--- src/hdl/assert_macros.svh ---
// assertion helpers shared by the rtl
`ifndef ASSERT_MACROS_SVH
`define ASSERT_MACROS_SVH

// concurrent check on the rising clock, idle while reset is held
`define LSD_ASSERT(label, prop, msg) \
  label: assert property (@(posedge clk_i) disable iff (!rst_ni) prop) else $error(msg);

// implication checked on the rising clock, idle while reset is held
`define LSD_ASSERT_IMP(label, pre, post, msg) \
  `LSD_ASSERT(label, (pre) |-> (post), msg)

`endif

--- src/hdl/lsd_pkg.sv ---
package lsd_pkg;

  localparam int unsigned NumElectrodes = 6;
  localparam int unsigned DriveBit      = 3;
  localparam int unsigned TickW         = 16;
  localparam int unsigned CntW          = 4;
  localparam int unsigned CfgIdxW       = 8;
  localparam int unsigned CfgDataW      = 16;

  localparam logic [CfgIdxW-1:0] REG_MONITOR_ENABLE = 8'd0;
  localparam logic [CfgIdxW-1:0] REG_MONITOR_MASK   = 8'd1;
  localparam logic [CfgIdxW-1:0] REG_CHECK_INTERVAL = 8'd2;
  localparam logic [CfgIdxW-1:0] REG_DEBOUNCE_COUNT = 8'd3;

  localparam logic                     RST_ENABLE   = 1'b0;
  localparam logic [NumElectrodes-1:0] RST_MASK     = 6'd55;
  localparam logic [TickW-1:0]         RST_INTERVAL = 16'd1000;
  localparam logic [CntW-1:0]          RST_DEBOUNCE = 4'd3;

  localparam logic [NumElectrodes-1:0] DRIVE_CLEAR = ~(6'd1 << DriveBit);

  typedef struct packed {
    logic                     strobe;
    logic [NumElectrodes-1:0] raw;
  } lsd_sample_t;

endpackage

--- src/hdl/lsd_interval.sv ---
module lsd_interval
  import lsd_pkg::*;
(
  input  logic             clk_i,
  input  logic             rst_ni,
  input  logic             advance_i,
  input  logic             enable_i,
  input  logic [TickW-1:0] interval_i,
  output logic             sample_o
);

  logic [TickW-1:0] tick_q, tick_d;
  logic [TickW:0]   tick_inc;
  logic             hit;

  assign tick_inc = {1'b0, tick_q} + {{TickW{1'b0}}, 1'b1};
  assign hit      = tick_inc >= {1'b0, interval_i};
  assign sample_o = enable_i && hit;

  always_comb begin
    tick_d = tick_q;
    if (advance_i && enable_i) begin
      tick_d = hit ? '0 : tick_inc[TickW-1:0];
    end
  end

  always_ff @(posedge clk_i or negedge rst_ni) begin
    if (!rst_ni) begin
      tick_q <= '0;
    end else begin
      tick_q <= tick_d;
    end
  end

  `include "assert_macros.svh"

  `LSD_ASSERT(a_tick_wraps, (advance_i && sample_o) |=> (tick_q == '0), "tick not cleared")
  `LSD_ASSERT(a_tick_holds, (!enable_i) |=> $stable(tick_q), "tick moved while disabled")

endmodule

--- src/hdl/lsd_debounce.sv ---
module lsd_debounce
  import lsd_pkg::*;
(
  input  logic                     clk_i,
  input  logic                     rst_ni,
  input  lsd_sample_t              smp_i,
  input  logic [NumElectrodes-1:0] mask_i,
  input  logic [CntW-1:0]          dbc_i,
  output logic [NumElectrodes-1:0] off_o
);

  logic [NumElectrodes-1:0] off_q, off_d;
  logic [CntW-1:0]          cnt_q [NumElectrodes];
  logic [CntW-1:0]          cnt_d [NumElectrodes];
  logic [CntW-1:0]          cnt_inc [NumElectrodes];

  always_comb begin
    off_d = off_q;
    for (int i = 0; i < NumElectrodes; i++) begin
      cnt_inc[i] = cnt_q[i] + {{(CntW-1){1'b0}}, 1'b1};
      cnt_d[i]   = cnt_q[i];
      if (smp_i.strobe && mask_i[i]) begin
        if (smp_i.raw[i] == off_q[i]) begin
          cnt_d[i] = '0;
        end else if (cnt_inc[i] >= dbc_i) begin
          off_d[i] = smp_i.raw[i];
          cnt_d[i] = '0;
        end else begin
          cnt_d[i] = cnt_inc[i];
        end
      end
    end
  end

  assign off_o = off_d;

  always_ff @(posedge clk_i or negedge rst_ni) begin
    if (!rst_ni) begin
      off_q <= '0;
      for (int i = 0; i < NumElectrodes; i++) begin
        cnt_q[i] <= '0;
      end
    end else begin
      off_q <= off_d;
      for (int i = 0; i < NumElectrodes; i++) begin
        cnt_q[i] <= cnt_d[i];
      end
    end
  end

  `include "assert_macros.svh"

  `LSD_ASSERT_IMP(a_state_frozen, !smp_i.strobe, (off_d == off_q), "state moved without sample")
  `LSD_ASSERT(a_drive_clear, (mask_i[DriveBit] == 1'b0) |-> (off_d[DriveBit] == off_q[DriveBit]), "drive bit changed")

endmodule

--- src/hdl/leadoff_status_debouncer.sv ---
// Lead-off status debouncer for six electrodes. Each transfer on the slave stream is one
// tick with the raw lead-off bits; each tick yields exactly one result transfer on the
// master stream. A tick is held in the input register; then the interval counter and the six
// debounce counters update as the result register is loaded, and a new tick is taken every
// cycle while the result side keeps up.
// The configuration port is always ready; write it only while no tick is in flight.
module leadoff_status_debouncer
  import lsd_pkg::*;
(
  input  logic                clk_i,
  input  logic                rst_ni,
  input  logic                s_axis_tvalid,
  output logic                s_axis_tready,
  input  logic [7:0]          s_axis_tdata,   // raw_off_bits[5:0], zero pad
  output logic                m_axis_tvalid,
  input  logic                m_axis_tready,
  output logic [7:0]          m_axis_tdata,   // off_status[5:0], alarm[6], sampled[7]
  input  logic                cfg_valid_i,
  output logic                cfg_ready_o,
  input  logic [CfgIdxW-1:0]  cfg_index_i,
  input  logic [CfgDataW-1:0] cfg_data_i
);

  logic                     enable_q;
  logic [NumElectrodes-1:0] mask_q;
  logic [TickW-1:0]         interval_q;
  logic [CntW-1:0]          dbc_q;

  logic                     in_valid_q;
  logic [NumElectrodes-1:0] raw_q;
  logic                     out_valid_q;
  logic [7:0]               out_data_q;

  logic                     advance;
  logic                     sample;
  logic [NumElectrodes-1:0] eff_mask;
  logic [NumElectrodes-1:0] off_next;
  logic [NumElectrodes-1:0] status;
  lsd_sample_t              smp;

  assign cfg_ready_o   = 1'b1;
  assign advance       = in_valid_q && (!out_valid_q || m_axis_tready);
  assign s_axis_tready = !in_valid_q || advance;
  assign eff_mask      = mask_q & DRIVE_CLEAR;
  assign smp.strobe    = advance && sample;
  assign smp.raw       = raw_q;
  assign status        = off_next & eff_mask;
  assign m_axis_tvalid = out_valid_q;
  assign m_axis_tdata  = out_data_q;

  always_ff @(posedge clk_i or negedge rst_ni) begin
    if (!rst_ni) begin
      enable_q   <= RST_ENABLE;
      mask_q     <= RST_MASK;
      interval_q <= RST_INTERVAL;
      dbc_q      <= RST_DEBOUNCE;
    end else if (cfg_valid_i) begin
      case (cfg_index_i)
        REG_MONITOR_ENABLE: enable_q   <= cfg_data_i[0];
        REG_MONITOR_MASK:   mask_q     <= cfg_data_i[NumElectrodes-1:0];
        REG_CHECK_INTERVAL: interval_q <= cfg_data_i[TickW-1:0];
        REG_DEBOUNCE_COUNT: dbc_q      <= cfg_data_i[CntW-1:0];
        default: ;
      endcase
    end
  end

  always_ff @(posedge clk_i or negedge rst_ni) begin
    if (!rst_ni) begin
      in_valid_q  <= 1'b0;
      out_valid_q <= 1'b0;
    end else begin
      if (s_axis_tvalid && s_axis_tready) begin
        in_valid_q <= 1'b1;
      end else if (advance) begin
        in_valid_q <= 1'b0;
      end
      if (advance) begin
        out_valid_q <= 1'b1;
      end else if (m_axis_tready) begin
        out_valid_q <= 1'b0;
      end
    end
  end

  always_ff @(posedge clk_i) begin
    if (s_axis_tvalid && s_axis_tready) begin
      raw_q <= s_axis_tdata[NumElectrodes-1:0];
    end
    if (advance) begin
      out_data_q <= {sample, |status, status};
    end
  end

  lsd_interval u_interval (
    .clk_i      (clk_i),
    .rst_ni     (rst_ni),
    .advance_i  (advance),
    .enable_i   (enable_q),
    .interval_i (interval_q),
    .sample_o   (sample)
  );

  lsd_debounce u_debounce (
    .clk_i  (clk_i),
    .rst_ni (rst_ni),
    .smp_i  (smp),
    .mask_i (eff_mask),
    .dbc_i  (dbc_q),
    .off_o  (off_next)
  );

  `include "assert_macros.svh"

  `LSD_ASSERT_IMP(a_sampled_needs_enable, (m_axis_tvalid && m_axis_tdata[7]), enable_q, "sampled while disabled")
  `LSD_ASSERT(a_result_follows, advance |=> out_valid_q, "result lost")

endmodule

--- config.mk ---
export PLATFORM = sky130hd
export DESIGN_NAME = leadoff_status_debouncer
export DESIGN_NICKNAME = d
export VERILOG_FILES = /design/src/hdl/lsd_pkg.sv /design/src/hdl/lsd_interval.sv /design/src/hdl/lsd_debounce.sv /design/src/hdl/leadoff_status_debouncer.sv
export VERILOG_INCLUDE_DIRS = /design/src /design/src/hdl
export SDC_FILE = /design/constraint.sdc
export NUM_CORES = 1
export LEC_CHECK = 0
export BUFFER_PORTS_ARGS = -buffer_cell sky130_fd_sc_hd__buf_2
export CELL_PAD_IN_SITES_DETAIL_PLACEMENT = 0
export CELL_PAD_IN_SITES_GLOBAL_PLACEMENT = 1
export CORE_MARGIN = 2
export CORE_UTILIZATION = 50
export CTS_CLUSTER_DIAMETER = 100
export DETAILED_ROUTE_END_ITERATION = 7
export GPL_ROUTABILITY_DRIVEN = 0
export PLACE_DENSITY = 0.95
export SYNTH_ARGS = -nofsm -noshare
export SYNTH_HDL_FRONTEND = slang
export SYNTH_SLANG_ARGS = --single-unit
--- constraint.sdc ---
create_clock -name clk_i -period 6 [get_ports clk_i]
set_input_delay 1.8 -clock clk_i [delete_from_list [all_inputs] [get_ports clk_i]]
set_output_delay 1.8 -clock clk_i [all_outputs]
set_load 0.1 [all_outputs]
# --- Yosys cells after proc, flatten, opt, wreduce, memory -nomap -nowiden ---
# Cells that the tools add are included.
op_classes:
  bitwise: 1
  magnitude_cmp: 6
  n_eq_ne: 8
  addsub: 6
  muxes: 30
  reduce_logical: 22
ops:
  columns: ["op", "n"]
  rows:
  - ["4-bit two-way mux", 10]
  - ["4-bit by 1-bit adder with 4-bit output, second input constant", 5]
  - ["4-bit greater-or-equal comparator", 5]
  - ["1-bit two-way mux", 19]
  - ["16-bit by 1-bit adder with 17-bit output, second input constant", 1]
  - ["17-bit by 16-bit greater-or-equal comparator with 1-bit output", 1]
  - ["8-bit by 2-bit == test with 1-bit output, second input constant", 2]
  - ["16-bit two-way mux", 1]
  - ["1-bit logical AND", 10]
  - ["8-bit by 1-bit == test with 1-bit output, second input constant", 1]
  - ["8-bit zero test", 1]
  - ["2-bit AND reduction", 4]
  - ["6-bit AND", 1]
  - ["6-bit OR reduction", 1]
  - ["1-bit == test", 5]
  - ["2-bit nonzero test", 2]
  - ["1-bit zero test", 2]
  - ["1-bit logical OR", 2]
word_totals:
  regBits: 84

# --- Depth between registers and ports, before layout ---
# Gate-level depths: netlist of run 1.
logic_depth:
  ltp_word: 8
  mapped_depth: 17

# --- By module ---
# Synthesis of run 1 repeated with hierarchy kept, for this count alone.
hier_totals:
  cells_unflattened: 472
  area_unflattened_um2: 5286.3
modules_own_cells:
  columns: ["mod", "seq_area_each_um2", "area_per_inst_um2", "cells_per_inst", "instances"]
  rows:
  - ["lsd_debounce", 750.7, 2284.7, 221, 1]
  - ["leadoff_status_debouncer", 1107.3, 1606.5, 95, 1]
  - ["lsd_interval", 400.4, 1395.1, 156, 1]

# --- Worst setup path after synthesis of run 1 ---
# No wires, ideal clock.
synth_timing:
  kind: "input-to-output"
  start: "input port m_axis_tready"
  end: "output port s_axis_tready"
  arrival_time_ns: 2.622
  required_ns: 4.200
  stages: 1
  setup_slack_ns: 1.578
  path_buffers: 0
  cell_sequence: "nand3b_1"
synth_between:
  elab_chain_len: 3
synth_lines:
  columns: ["element", "line_no", "text"]
  rows:
  - ["start: declaration", "leadoff_status_debouncer.sv:16", "input logic m_axis_tready,"]
  - ["1-bit logical OR", "leadoff_status_debouncer.sv:42", "assign advance = in_valid_q && (!out_valid_q || m_axis_tready);"]
  - ["1-bit logical AND", "leadoff_status_debouncer.sv:42", null]
  - ["1-bit logical OR", "leadoff_status_debouncer.sv:43", "assign s_axis_tready = !in_valid_q || advance;"]
  - ["end: declaration", "leadoff_status_debouncer.sv:13", "output logic s_axis_tready,"]
# No other way between the ends.

# --- Worst setup path after layout of run 1 ---
# Ends and elaborated chain as after synthesis.

==> impl_metrics.ini, run 1 <==
[run_status]
status = completed

[yosys]
synth_common_cells = nand2_1 (69), dfrtp_1 (56), o21ai_0 (46)
synth_top_area_cell = dfrtp_1
ys_seq_elements = 81
ys.flop_type = dfrtp_1
synth_cells = 465
ys_top_cells_by_area = dfrtp_1 (30%), ha_1 (11%), edfxtp_1 (7.8%)
synth_edf_count = 12
syn-mean-instance-area_sq_um = 9.94
synth.most_common_cell = nand2_1
netlist_area_sq_um = 4620
ys_warn_count = 0
yosysSeqAreaShare = 0.455
ys_types = 50
synthArstFlopShare = 0.852
netlist.area_leader.share = 0.303
synth_nets = 544

[setup_path]
cp.required_ns = 4.20
cp_slowest_stage_delay_ns = 0.44
worstPathBufferInverterCount = 2
ff2ff_setup_slack_ns = 1.80
criticalPathCategory = in2out
rr_startpoint = u_interval.tick_q[0]$_DFFE_PN0P_
r2r_end = m_axis_tdata[6]$_DFFE_PP_
path_max_fanout = 3
crit_top_cell = buf_2
cp_slowest_cell = buf_2
critPathTopFamily = buffers and inverters
start_kind = input pin
r2r_cells = 14
arrival_ns = 2.45
worst_setup_path_end_kind = output port
worstPathCellList = buf_2 > nand3b_1 > buf_2

[cts]
cts_setup_buffers = 0
cts_root_buf = clkbuf_8
cts_buffer_depth = 2
cts.sinks = 81
clkTransAtPathRegs_ns = 0.07
cts_max_level = 3
holdBufCountCts = 0
worstSkewPairLatency_ns = 0.34
cts_buffers = 9
tritoncts = yes
post_cts_resized = 0

[min_path]
min_to = interval_q[9]$_DFFE_PN1P_
hold_depth = 2
hold_class = reg2reg
hp-start = interval_q[9]$_DFFE_PN1P_

[route]
drt_iter0_drc = 161
drt-total-wl_mm = 9.08
wl_met2_mm = 4.54
drc_errors = 0
drt-met1-wl_mm = 4.19
dr_total_vias = 3390
routed.top_layer = met4
drtAntennaViolNets = 0
first_pass_iters = 4
wl_per_cell_um = 14.5
viasPerCell = 5.42
route.met3.wl_um = 216

[timing]
tightest_slew_ns = 0.883
fmax_mhz = 235
setup-violations-final = 0
rsz0062_at_grt = false
hold_violations = 0
fin_crit_ns = 4.25
relSlewSlack = 0.411
setup_slack_ns = 1.75
min_period_over_period = 0.708
slew_viol_final = 0
fin_worst_skew_ns = 0.00616
finalSetupTns_ns = 0

[finish]
finalNonFillerCells = 625
fin_nets = 588
stdcell_area_sq_um = 5120
multi_input_area_sq_um = 2360
antenna_cells = 0
seq_area_sq_um = 2100
area_growth_pct = 10.9
drive_gt1_frac = 0.185
nFillCells = 800

[floorplan]
start_util = 0.507
coreArea_sq_um = 9110
row_count = 35
dieHeight_um = 100
ios = 48
dieArea_sq_um = 10000
die_w_um = 100

[place]
post-place-ws_ns = 1.76
dp_hpwl_mm = 6.68
dp.cells = 609
port_buffers = 42
placed_area_sq_um = 4930

[power]
combPwrFrac = 0.122
switchingPower_uw = 292
ir_worst_vdd_uv = 127
p_leak_uw = 0.00253
switching_share = 0.260
seq_power_share = 0.533
p_int_uw = 829
clockPowerShare = 0.345
p_per_area_nw_per_um2 = 219

[global_route]
grt_start_max_net_pins = 70
track_usage = 0.198
grt_pass1_vias = 3393
grt_overflow_total = 0
grt_pass1_wl_mm = 15.7
grt_antenna_before_repair = 0

[job]
drv_cap = 0
==> metal layers <==
layer  vias up  global-route usage
li1       1711                   -
met2        50               0.339
met4         0              0.0717
met5         -                   0
met3        13              0.0244
met1      1616               0.258
==> layout make-up <==
type	instances	area share
Multi-Input combinational cell	346	0.462
Sequential cell	81	0.411
Timing Repair Buffer	44	0.0440
Clock buffer	12	0.0283
Tap cell	111	0.0271
Inverter	27	0.0198
Clock inverter	4	0.00855
==> cells by family (layout without fill, tap and decap cells) <==
logic type,after synthesis,count (layout),synth area share
XOR/XNOR,29,29,0.0550
adder cells (fa/ha/maj),42,42,0.114
AND/OR/NAND/NOR,163,163,0.175
other,2,2,0.00163
multiplexers,17,17,0.0412
AO/OA/AOI/OAI,93,93,0.125
buffers and inverters,38,87,0.0336
flip-flops,81,81,0.455
==> sequential cells by signal, indices dropped and copies added, names as in the netlist <==
signal,count
u_debounce.off_q,5
interval_q,16
m_axis_tdata,7
enable_q,1
u_debounce.cnt_q,20
in_valid_q,1
raw_q,5
u_interval.tick_q,16
m_axis_tvalid,1
mask_q,5
dbc_q,4
==> cells in the final DEF, fill, tap and decap left out, drive strengths merged, types with 9 or more instances in the layout <==
master and count:
edfxtp 12, nand3 32, o21ai 53, buf 44, nand2 71, nand2b 12, a21oi 12, o31ai 9
nor2 14, xor2 17, dfstp 13, clkbuf 12, xnor2 12, and3 11, dfrtp 56, inv 27
ha 42, mux2 13
==> power groups by stage <==
stage          registers [uW]  clock network [uW]  logic, uW
2_1_floorplan             630                   0       71.5
3_3_place_gp              608                   0        133
3_5_place_dp              608                   0        138
4_1_cts                   598                 397        138
5_1_grt                   600                 424        153
6_report                  597                 387        137
==> worst register-to-register path, stage by stage (launching register included) <==
cell	delay, ns
dfrtp_1	0.41
ha_1	0.25
and3_1	0.29
and3_1	0.35
nand3_1	0.21
nor2_1	0.17
xor2_1	0.21
ha_1	0.28
a21o_1	0.16
a21oi_1	0.19
and3_1	0.41
nand2_4	0.22
nand3_1	0.19
mux2i_1	0.12
or4b_1	0.50
==> metrics by stage <==
stage | util | hold slack [ns] | total power, uW
5_1_grt | 0.562 | 0.525 | 1180
4_1_cts | 0.562 | 0.502 | 1130
3_3_place_gp | 0.542 | 0.483 | 741
6_report | 0.562 | 0.496 | 1120
2_1_floorplan | - | 0.463 | 701
3_5_place_dp | 0.542 | 0.487 | 746
==> how the worst max path moves through the flow <==
stage | start | to | slack (ns) | cells after the start
CTS | m_axis_tready | s_axis_tready | 1.76 | 3
global route | u_interval.tick_q[0]$_DFFE_PN0P_ | m_axis_tdata[6]$_DFFE_PP_ | 1.55 | 14
floorplan | m_axis_tready | s_axis_tready | 1.58 | 1
detailed placement | m_axis_tready | s_axis_tready | 1.76 | 3
finish | m_axis_tready | s_axis_tready | 1.75 | 3
global placement | m_axis_tready | s_axis_tready | 1.76 | 3
No activity file was read; power rests on OpenSTA's default activity.
==> run 2, diff against run 1 <==
Settings changed: CORE_UTILIZATION 50 to 42, PLACE_DENSITY 0.95 to 0.87.
Clock period 6 ns to 3.7 ns, I/O delays scaled along.
==> run 2 against run 1 <==
Effect of this change:
- routed wire length increased by 5.6%
- flip-flop and latch count unchanged
- cell count rose by 7.4%
- combinational power up 75%
- die area is 18% higher
- count of clock-buffer cells in the layout fell by 3
- non-clock buffer count grew 17
- clock power grew 73%
- first-iteration DRC count rose by 11%
- critical path depth up 12
- sequential share of layout area fell by 2.2 points
==> impl_metrics.ini, run 2 (synthesized netlist as in run 1, its figures left out) <==
[run_status]
status = completed

[timing]
setup-violations-final = 0
tightest_slew_ns = 0.530
hold_violations = 0
relSlewSlack = 0.643
finalSetupTns_ns = 0
min_period_over_period = 0.944
fmax_mhz = 286
fin_crit_ns = 3.49
slew_viol_final = 0
fin_worst_skew_ns = 0.0176

[floorplan]
coreArea_sq_um = 10800
ios = 48
die_w_um = 109
dieArea_sq_um = 11900
row_count = 38
dieHeight_um = 109
start_util = 0.428

[cts]
cts_buffers = 9
cts.sinks = 81
worstSkewPairLatency_ns = 0.37
tritoncts = yes
cts_root_buf = clkbuf_8
clkTransAtPathRegs_ns = 0.10
cts_buffer_depth = 2
cts_max_level = 3

[setup_path]
ff2ff_setup_slack_ns = 0.21
arrival_ns = 3.61
cp_slowest_stage_delay_ns = 0.53
cp.required_ns = 3.82
worstPathCellList = ha_2 > and3_4 > and3_4 > nand3_4 > nor2_2 > xor2_1 > ha_1 > a21o_1 > a21oi_2 > and3_4 > buf_4 > nand2_4 > nand2_1 > mux2i_1 > or4b_4
path_max_fanout = 8
start_kind = register
cp_slowest_cell = or4b_4
crit_top_cell = and3_4
criticalPathCategory = reg2reg
worst_setup_path_end_kind = register

[finish]
drive_gt1_frac = 0.250
area_growth_pct = 17.0
final_cell_mix = nand2_1 (69), dfrtp_1 (56), o21ai_0 (44), buf_2 (42), ha_1 (41)
nFillCells = 982
regMostFlops = u_debounce.cnt_q
largest_reg_flops = 20
reg_top3 = u_debounce.cnt_q: 20 flops, interval_q: 16 flops, u_interval.tick_q: 16 flops
fin_nets = 605
finalNonFillerCells = 671
mostFrequentLayoutCell = nand2_1
antenna_cells = 0

[power]
p_leak_uw = 0.00263
ir_worst_vdd_uv = 194
power.total_uw = 1870
p_per_area_nw_per_um2 = 347

[route]
first_pass_iters = 4
drt-total-wl_mm = 9.59
drtAntennaViolNets = 0
drt_iter0_drc = 179
dr_total_vias = 3502
wl_per_cell_um = 14.3
drc_errors = 0
viasPerCell = 5.22

[place]
dp_hpwl_mm = 7.03
port_buffers = 42
dp.cells = 651

[job]
drv_cap = 0

[global_route]
grt_antenna_before_repair = 0
grt_start_max_net_pins = 70
grt_pass1_wl_mm = 16.3
grt_pass1_vias = 3504
grt_overflow_total = 0
track_usage = 0.177

[min_path]
hold_class = reg2reg
==> run 2: critical path, delay by kind of cell (launching register included) <==
family	cells	cell delay, ns
mux	1	0.10
xor+xnor	1	0.20
compound gates	2	0.34
buf+inv	1	0.15
simple gates	8	1.58
fa+ha+maj	2	0.48
flops	1	0.40
==> run 2: layout make-up <==
cell class | instances | area, sq um | area share
multi-input cells | 346 | 2460 | 0.454
flip-flops and latches | 81 | 2100 | 0.389
repair buffers | 61 | 369 | 0.0683
well taps | 140 | 175 | 0.0324
clock buffers | 9 | 124 | 0.0229
inverters | 27 | 101 | 0.0187
clock inverters | 7 | 78.8 | 0.0146
==> run 2: metal layers <==
metal / track usage / vias up / share of wire
li1: - / 1752 / -
met5: 0 / - / 0
met3: 0.0436 / 8 / 0.034
met4: 0.0504 / 0 / 0.010
met2: 0.310 / 58 / 0.50
met1: 0.217 / 1684 / 0.45
==> run 2: worst paths after layout <==
kind	from	to	cells past startpoint
hold / removal	interval_q[9]$_DFFE_PN1P_	interval_q[9]$_DFFE_PN1P_	2
hold reg to reg	interval_q[9]$_DFFE_PN1P_	interval_q[9]$_DFFE_PN1P_	2
max in group asynchronous	rst_ni	interval_q[9]$_DFFE_PN1P_	2
setup reg to reg	u_interval.tick_q[1]$_DFFE_PN0P_	m_axis_tdata[6]$_DFFE_PP_	15
min in group asynchronous	rst_ni	u_debounce.cnt_q[15]$_DFFE_PN0N_	2
setup / recovery	u_interval.tick_q[1]$_DFFE_PN0P_	m_axis_tdata[6]$_DFFE_PP_	15
==> run 2: timing repair <==
| action | CTS | global route |
|---|---|---|
| pin swaps | 1 | 13 |
| resized for setup | 1 | 20 |
| buffers inserted | 0 | 4 |
| cloned | 0 | 0 |
| endpoints found under the setup margin | 1 | 8 |
| hold buffers | 0 | 0 |
==> run 2: metrics by stage <==
step	setup WS (ns)	utilization	hold slack [ns]	instance area (sq um)
floorplan	0.0208	-	0.463	4630
global placement	0.0514	0.472	0.481	5090
detailed placement	-0.0169	0.472	0.490	5090
CTS	0.00301	0.490	0.506	5290
global route	-0.0142	0.501	0.521	5410
finish	0.209	0.501	0.499	5410
==> run 2: where the power goes <==
group	internal [uW]	total [uW]	switching [uW]
Combinational	82.5	240	157
Clock	316	668	352
Sequential	947	967	20.1
Total	1350	1870	530
